## src/hw/rtl/tts_pkg.sv

```systemverilog
// ----------------------------------------------------------------------------
// tts_pkg
// Shared types and defaults of the tournament tree sorter: parameter
// defaults, the sequencer state type and the per-cell command group.
// ----------------------------------------------------------------------------
package tts_pkg;

    // parameter defaults
    localparam int CAPACITY_DEF  = 16;
    localparam int KEY_WIDTH_DEF = 32;

    // width of the key fields on the ports
    localparam int IO_KEY_WIDTH = 32;

    // sequencer states
    typedef enum logic [0:0] {
        ST_LOAD,
        ST_EMIT
    } tts_state_t;

    // command broadcast to every cell of the chain
    typedef struct packed {
        logic insert;
        logic shift;
    } cell_ctrl_t;

endpackage

```

## src/hw/rtl/tts_cell.sv

```systemverilog
// ----------------------------------------------------------------------------
// tts_cell
// One slot of the sorting chain. On insert the cell keeps its key, takes
// the new key, or takes its lower neighbor's key so the row stays ascending.
// On shift it takes its upper neighbor's key, moving the row toward the head.
// ----------------------------------------------------------------------------
module tts_cell
    import tts_pkg::*;
#(
    parameter int KEY_WIDTH = KEY_WIDTH_DEF
)
(
    input  logic                        clk,
    input  logic                        rst_n,
    input  cell_ctrl_t                  ctrl,
    input  logic signed [KEY_WIDTH-1:0] new_key,
    input  logic                        prev_gt,
    input  logic signed [KEY_WIDTH-1:0] prev_key,
    input  logic                        prev_valid,
    input  logic signed [KEY_WIDTH-1:0] next_key,
    input  logic                        next_valid,
    output logic                        gt_out,
    output logic signed [KEY_WIDTH-1:0] key,
    output logic                        valid
);

    logic signed [KEY_WIDTH-1:0] key_reg;
    logic signed [KEY_WIDTH-1:0] key_next;
    logic                        valid_reg;
    logic                        valid_next;

    // an empty slot ranks above every key
    assign gt_out = !valid_reg || (new_key < key_reg);

    // slot update
    always_comb
    begin
        key_next   = key_reg;
        valid_next = valid_reg;
        if (ctrl.shift)
        begin
            key_next   = next_key;
            valid_next = next_valid;
        end
        else if (ctrl.insert)
        begin
            if (prev_gt)
            begin
                key_next   = prev_key;
                valid_next = prev_valid;
            end
            else if (gt_out)
            begin
                key_next   = new_key;
                valid_next = 1'b1;
            end
        end
    end

    // occupancy
    always_ff @(posedge clk or negedge rst_n)
    begin
        if (!rst_n)
        begin
            valid_reg <= 1'b0;
        end
        else
        begin
            valid_reg <= valid_next;
        end
    end

    // key storage
    always_ff @(posedge clk)
    begin
        key_reg <= key_next;
    end

    assign key   = key_reg;
    assign valid = valid_reg;

endmodule

```

## src/hw/rtl/tournament_tree_sorter.sv

```systemverilog
// ----------------------------------------------------------------------------
// tournament_tree_sorter
// Collects a set of signed keys and returns them in ascending order.
//
//   channel | valid / stall              | beat fields
//   --------+----------------------------+-----------------------------------
//   keys    | key_valid / key_stall      | in_key, is_last
//   sorted  | sorted_valid / sorted_stall| sorted_key, last_out, overflowed
//
// Loading takes one key per cycle; each key is placed into its ranked slot
// of a row of CAPACITY cells in that same cycle.
// The beat marked is_last starts the run; one sorted beat leaves per cycle
// as the row shifts toward its head, while the sorted side does not stall.
// key_stall is high for the whole run; a stall on the sorted side holds the
// row and the output register. Keys beyond CAPACITY are dropped and flagged.
// Reset empties the row and returns to loading; no clearing pass is needed.
// ----------------------------------------------------------------------------
module tournament_tree_sorter
    import tts_pkg::*;
#(
    parameter int CAPACITY  = CAPACITY_DEF,
    parameter int KEY_WIDTH = KEY_WIDTH_DEF
)
(
    input  logic                           clk,
    input  logic                           rst_n,
    input  logic                           key_valid,
    output logic                           key_stall,
    input  logic signed [IO_KEY_WIDTH-1:0] in_key,
    input  logic                           is_last,
    output logic                           sorted_valid,
    input  logic                           sorted_stall,
    output logic signed [IO_KEY_WIDTH-1:0] sorted_key,
    output logic                           last_out,
    output logic                           overflowed
);

    localparam int CNT_W = $clog2(CAPACITY + 1);

    tts_state_t                  state_reg;
    tts_state_t                  state_next;
    logic [CNT_W-1:0]            count_reg;
    logic [CNT_W-1:0]            count_next;
    logic                        drop_reg;
    logic                        drop_next;

    logic                        out_valid_reg;
    logic                        out_valid_next;
    logic signed [IO_KEY_WIDTH-1:0] out_key_reg;
    logic                        out_last_reg;
    logic                        out_ovf_reg;

    logic                        accept;
    logic                        room;
    logic                        take;
    logic                        final_take;
    cell_ctrl_t                  ctrl;
    logic signed [KEY_WIDTH-1:0] new_key;

    logic signed [KEY_WIDTH-1:0] cell_key   [0:CAPACITY];
    logic                        cell_valid [0:CAPACITY];
    logic                        gt_link    [0:CAPACITY-1];

    // key narrowed or sign-extended to the internal width
    assign new_key = KEY_WIDTH'(in_key);

    assign room       = count_reg < CNT_W'(CAPACITY);
    assign accept     = key_valid && !key_stall;
    assign take       = (state_reg == ST_EMIT) && (!out_valid_reg || !sorted_stall);
    assign final_take = take && (count_reg == CNT_W'(1));

    // next state
    always_comb
    begin
        state_next = state_reg;
        unique case (state_reg)
            ST_LOAD:
            begin
                if (accept && is_last)
                begin
                    state_next = ST_EMIT;
                end
            end
            ST_EMIT:
            begin
                if (final_take)
                begin
                    state_next = ST_LOAD;
                end
            end
            default:
            begin
                state_next = ST_LOAD;
            end
        endcase
    end

    // sequencer outputs
    always_comb
    begin
        key_stall   = 1'b0;
        ctrl.insert = 1'b0;
        ctrl.shift  = 1'b0;
        unique case (state_reg)
            ST_LOAD:
            begin
                ctrl.insert = accept && room;
            end
            ST_EMIT:
            begin
                key_stall  = 1'b1;
                ctrl.shift = take;
            end
            default:
            begin
                key_stall = 1'b1;
            end
        endcase
    end

    // fill count and drop flag
    always_comb
    begin
        count_next = count_reg;
        drop_next  = drop_reg;
        if (ctrl.insert)
        begin
            count_next = count_reg + CNT_W'(1);
        end
        else if (accept)
        begin
            drop_next = 1'b1;
        end
        if (take)
        begin
            count_next = count_reg - CNT_W'(1);
        end
        if (final_take)
        begin
            drop_next = 1'b0;
        end
    end

    // output register valid
    always_comb
    begin
        out_valid_next = out_valid_reg;
        if (take)
        begin
            out_valid_next = 1'b1;
        end
        else if (!sorted_stall)
        begin
            out_valid_next = 1'b0;
        end
    end

    // control registers
    always_ff @(posedge clk or negedge rst_n)
    begin
        if (!rst_n)
        begin
            state_reg     <= ST_LOAD;
            count_reg     <= '0;
            drop_reg      <= 1'b0;
            out_valid_reg <= 1'b0;
        end
        else
        begin
            state_reg     <= state_next;
            count_reg     <= count_next;
            drop_reg      <= drop_next;
            out_valid_reg <= out_valid_next;
        end
    end

    // output payload
    always_ff @(posedge clk)
    begin
        if (take)
        begin
            out_key_reg  <= IO_KEY_WIDTH'(cell_key[0]);
            out_last_reg <= (count_reg == CNT_W'(1));
            out_ovf_reg  <= drop_reg;
        end
    end

    // empty slot beyond the tail
    assign cell_key[CAPACITY]   = '0;
    assign cell_valid[CAPACITY] = 1'b0;
    assign gt_link[0]           = 1'b0;

    // row of cells
    genvar i;
    generate
        for (i = 0; i < CAPACITY; i++)
        begin : g_cell
            localparam int PREV = (i == 0) ? 0 : i - 1;
            if (i < CAPACITY - 1)
            begin : g_mid
                tts_cell #(
                    .KEY_WIDTH (KEY_WIDTH)
                ) u_cell (
                    .clk        (clk),
                    .rst_n      (rst_n),
                    .ctrl       (ctrl),
                    .new_key    (new_key),
                    .prev_gt    (gt_link[i]),
                    .prev_key   (cell_key[PREV]),
                    .prev_valid (cell_valid[PREV]),
                    .next_key   (cell_key[i+1]),
                    .next_valid (cell_valid[i+1]),
                    .gt_out     (gt_link[i+1]),
                    .key        (cell_key[i]),
                    .valid      (cell_valid[i])
                );
            end
            else
            begin : g_tail
                tts_cell #(
                    .KEY_WIDTH (KEY_WIDTH)
                ) u_cell (
                    .clk        (clk),
                    .rst_n      (rst_n),
                    .ctrl       (ctrl),
                    .new_key    (new_key),
                    .prev_gt    (gt_link[i]),
                    .prev_key   (cell_key[PREV]),
                    .prev_valid (cell_valid[PREV]),
                    .next_key   (cell_key[i+1]),
                    .next_valid (cell_valid[i+1]),
                    .gt_out     (),
                    .key        (cell_key[i]),
                    .valid      (cell_valid[i])
                );
            end
        end
    endgenerate

    assign sorted_valid = out_valid_reg;
    assign sorted_key   = out_key_reg;
    assign last_out     = out_last_reg;
    assign overflowed   = out_ovf_reg;

endmodule

```

## config.mk

```make
export PLATFORM = sky130hd
export DESIGN_NAME = tournament_tree_sorter
export DESIGN_NICKNAME = d
export VERILOG_FILES = /design/src/hw/rtl/tts_pkg.sv /design/src/hw/rtl/tts_cell.sv /design/src/hw/rtl/tournament_tree_sorter.sv
export SDC_FILE = /design/constraint.sdc
export NUM_CORES = 2
export LEC_CHECK = 0
export BUFFER_PORTS_ARGS = -buffer_cell sky130_fd_sc_hd__clkbuf_2
export CAP_MARGIN = 25
export CORE_ASPECT_RATIO = 2
export CORE_UTILIZATION = 45
export DETAILED_ROUTE_END_ITERATION = 7
export GPL_TIMING_DRIVEN = 0
export RECOVER_POWER = 50
export SLEW_MARGIN = 20
export SYNTH_ARGS = -nofsm -noshare
export SYNTH_HDL_FRONTEND = slang
export SYNTH_SLANG_ARGS = --single-unit
```

## constraint.sdc

```tcl
create_clock -name clk -period 14.4 [get_ports clk]
set_input_delay 2.88 -clock clk [delete_from_list [all_inputs] [get_ports clk]]
set_output_delay 2.88 -clock clk [all_outputs]
set_load 0.05 [all_outputs]
```

==> results.md <==
* Number of buffers added by the clock tree synthesis step at 55
* Ports placed on the boundary at 73
* Largest net degree at the start of global routing at 43
* Setup TNS Final at 0 ns
* Pwr Total at ~11 mW
* Worst EP required at 14.77 ns
* Utilization of the core after routing at 49.8%
* Dpl cells at 5376
* Combinational share of power at between 50% and 60%
* Count of final setup violators at 0
* Number of search-and-repair iterations in the first detailed-routing pass at 6
* H-tree lvl count at 2
* Final worst-path setup slack at around 6.4 ns
* Class of the most critical hold timing path: flop to flop
* Setup crit end kind: flop
* Die Outline Area at 0.0902 sq mm
* Final instance area at 0.0438 sq mm
* Via count at 34000
* Routed wire length per instance at 26.6 microns
* Count of distinct cell types in the synthesized netlist at 67
* Transition time of the tightest slew-check pin at 3.23 ns
* Standard-cell row count at around 150
* Number of maximum-capacitance violations at 8
* TritonCTS sink count at 570
* Clock input transition at the sequential cells of the worst setup and hold paths at 0.08 ns
* Relative area change from synthesis to final layout at 9.57%
* Wire length of the first global-routing pass at around 210000 microns
* # nets final at 4800
* Clock skew at roughly 0.033 ns
* Initial standard-cell utilization of the core at 45.4%
* Minimum period implied by the final worst setup slack at 8.02 ns
* Status: finished with violations
* Most area-hungry cell type in the Yosys netlist: sky130_fd_sc_hd__edfxtp_1
* Number of cells upsized or downsized after cts at 0
* Achievable clock frequency at 125 MHz
* Final std cells w/o fill at 5483
* Worst EP arrival at 8.38 ns
* Post-synth EDFFs at 514
* Estimated wirelength of the detail-placed design at roughly 120000 microns
* Area share of the largest cell type after synthesis at about 39%
* Critical Path Source Type: primary input
* Worst-path maximum fanout at 25
* Residual overflow from global routing at 0
* Max FFs per register at 480
* Switch share at 45.7%
* Maximum root-to-sink buffer count at 3
* Std-Cell Core Area at 0.0881 sq mm
* Number of buffers added for setup after CTS at 0
* Die extent in y at approximately 420 microns
* Final count of hold timing violations at 0
* Leading cell type in the layout, fill and taps excluded: sky130_fd_sc_hd__edfxtp_1
* Fin crit share at 55.7%
* Violations in the final reports: max-capacitance violations, max-slew violations
* Synth warnings at 0
* Clock insertion delay at the later pin of the skew report at 0.68 ns
* Drt initial violations at 2672
* Sw Pwr at 4.98 mW
* Routed WL at 146000 microns
* Proportion of synthesized flip-flops having asynchronous set or reset at about 4.2%
* Sequential share of the synthesized area at 41.7%
* Commonest cells after routing, fill and taps aside: 514 x sky130_fd_sc_hd__edfxtp_1, 508 x sky130_fd_sc_hd__inv_1, 499 x sky130_fd_sc_hd__ha_1, 348 x sky130_fd_sc_hd__nor2_1, 325 x sky130_fd_sc_hd__a21oi_1
* Mapped Avg Cell Area at roughly 9.7 sq um
* Mapped Cells at 4119
* Post-synthesis cell area at 0.0400 sq mm
* TritonCTS clock tree: built
* Antenna violations before repair at 1
* Via count of the first global-routing pass at 34700
* Post-DP Area at 0.0423 sq mm
* Fraction of power consumed by the clock network at 13.9%
* Power density cells at 248 mW/mm^2
* GRT Resource Usage Total at 32.3%
* Prevailing post-synth register cell: sky130_fd_sc_hd__edfxtp_1
* Worst hold margin at 0.446 ns
* Ranking of synthesized cells by area: sky130_fd_sc_hd__edfxtp_1 39%, sky130_fd_sc_hd__ha_1 16%, sky130_fd_sc_hd__inv_1 4.8%, sky130_fd_sc_hd__mux2i_1 4.7%, sky130_fd_sc_hd__a21oi_1 4.1%
* Final max-slew violation count at 155
* RSZ-0062 raised after global routing: false
* Design internal power at around 6 mW
* Number of buffer cells added on primary ports at approximately 70
* Pre-CTS setup slack at 6.85 ns
* Final estimated routing congestion in global placement at 0.924
* Number of nets produced by synthesis at 4655
* Fraction of final layout cells sized beyond drive strength 1 at 4.01%
* Leakage power of the design at 18.9 nW
* Routed via count divided by cell count at 6.21
* Flip-flop and latch count after synthesis at 570
* Die Wd at 213 microns
* Drc violations at 0
* Kind of critical path: primary input to flop
* Portion of total power attributed to sequential cells at 34.6%
* Root buf cell: sky130_fd_sc_hd__clkbuf_16
* Max-slew headroom at -116%
* Worst-case vdd ir drop at 0.102 mV
* Hold bufs inserted after CTS at 0
* Post-route ant nets at 0
area by class of cell:
type                       instances  area (sq um)
fill                            8445         44200
multi-input combinational       2780         20300
sequential                       570         16700
inverter                         509          1910
clock buffer                      76          1570
tap                             1170          1460
buffer                           260          1050
timing repair buffer              88           666
clock inverter                    26           183
antenna                            4          10.0
cells by family after synthesis:
logic type	Yosys count	synth area share (%)
buffers and inverters	769	7.59
AND/OR/NAND/NOR	1038	12.1
AO/OA/AOI/OAI	1043	17.9
adder cells (fa/ha/maj)	499	15.6
multiplexers	197	5.01
XOR/XNOR	3	0.0657
flip-flops	570	41.7
worst paths after layout:
kind / start / to / slack, ns / cells after the start
min in group asynchronous: rst_n / drop_reg$_DFFE_PN0P_ / 2.84 / 1
worst min register to register: g_cell[0].g_mid.u_cell.key[17]$_DFFE_PP_ / sorted_key[17]$_DFFE_PP_ / 0.45 / 0
worst max-delay path: in_key[5] / g_cell[2].g_mid.u_cell.key[2]$_DFFE_PP_ / 6.38 / 11
worst max register to register: state_reg$_DFF_PN0_ / sorted_key[5]$_DFFE_PP_ / 8.40 / 6
max in group asynchronous: rst_n / g_cell[15].g_tail.u_cell.valid$_DFFE_PN0P_ / 10.25 / 1
worst min-delay path: g_cell[0].g_mid.u_cell.key[17]$_DFFE_PP_ / sorted_key[17]$_DFFE_PP_ / 0.45 / 0
critical path, stage by stage:
cell and delay [ns]:
sky130_fd_sc_hd__clkbuf_1 1.14, sky130_fd_sc_hd__ha_1 0.44, sky130_fd_sc_hd__a21o_1 0.19, sky130_fd_sc_hd__a21o_1 0.18, sky130_fd_sc_hd__a2111oi_0 0.39, sky130_fd_sc_hd__o21ai_0 0.23, sky130_fd_sc_hd__a2111oi_0 1.08, sky130_fd_sc_hd__o211ai_1 0.39
sky130_fd_sc_hd__nand3_1 0.18, sky130_fd_sc_hd__a2bb2oi_1 0.94, sky130_fd_sc_hd__buf_16 0.27
metal layers:
| metal | part of all wire (%) | global-route usage (%) |
|---|---|---|
| met5 | 0 | 0 |
| met3 | 4.2 | 3.18 |
| met1 | 35 | 33.5 |
| met4 | 9.6 | 26.1 |
| met2 | 51 | 58.3 |
cell usage after synthesis, types with 49 or more instances:
master and count:
sky130_fd_sc_hd__a31oi_1 49, sky130_fd_sc_hd__edfxtp_1 514, sky130_fd_sc_hd__o211ai_1 55, sky130_fd_sc_hd__inv_1 508
sky130_fd_sc_hd__ha_1 499, sky130_fd_sc_hd__o221ai_1 129, sky130_fd_sc_hd__a221o_1 73, sky130_fd_sc_hd__clkbuf_1 213
sky130_fd_sc_hd__o21ai_0 128, sky130_fd_sc_hd__a21o_1 134, sky130_fd_sc_hd__a21oi_1 329, sky130_fd_sc_hd__mux2i_1 189
sky130_fd_sc_hd__nor2_1 348, sky130_fd_sc_hd__nand2_1 240, sky130_fd_sc_hd__nand4_1 137, sky130_fd_sc_hd__nand3_1 145
power by group through the flow:
stage	logic [mW]	registers (mW)	clock network, mW
5_1_grt	6.17	3.84	1.57
4_1_cts	5.61	3.76	1.52
3_5_place_dp	5.57	3.79	0
6_report	5.61	3.77	1.51
3_3_place_gp	5.30	3.82	0
2_1_floorplan	3.81	3.61	0
No activity file was read; power rests on OpenSTA's default activity.
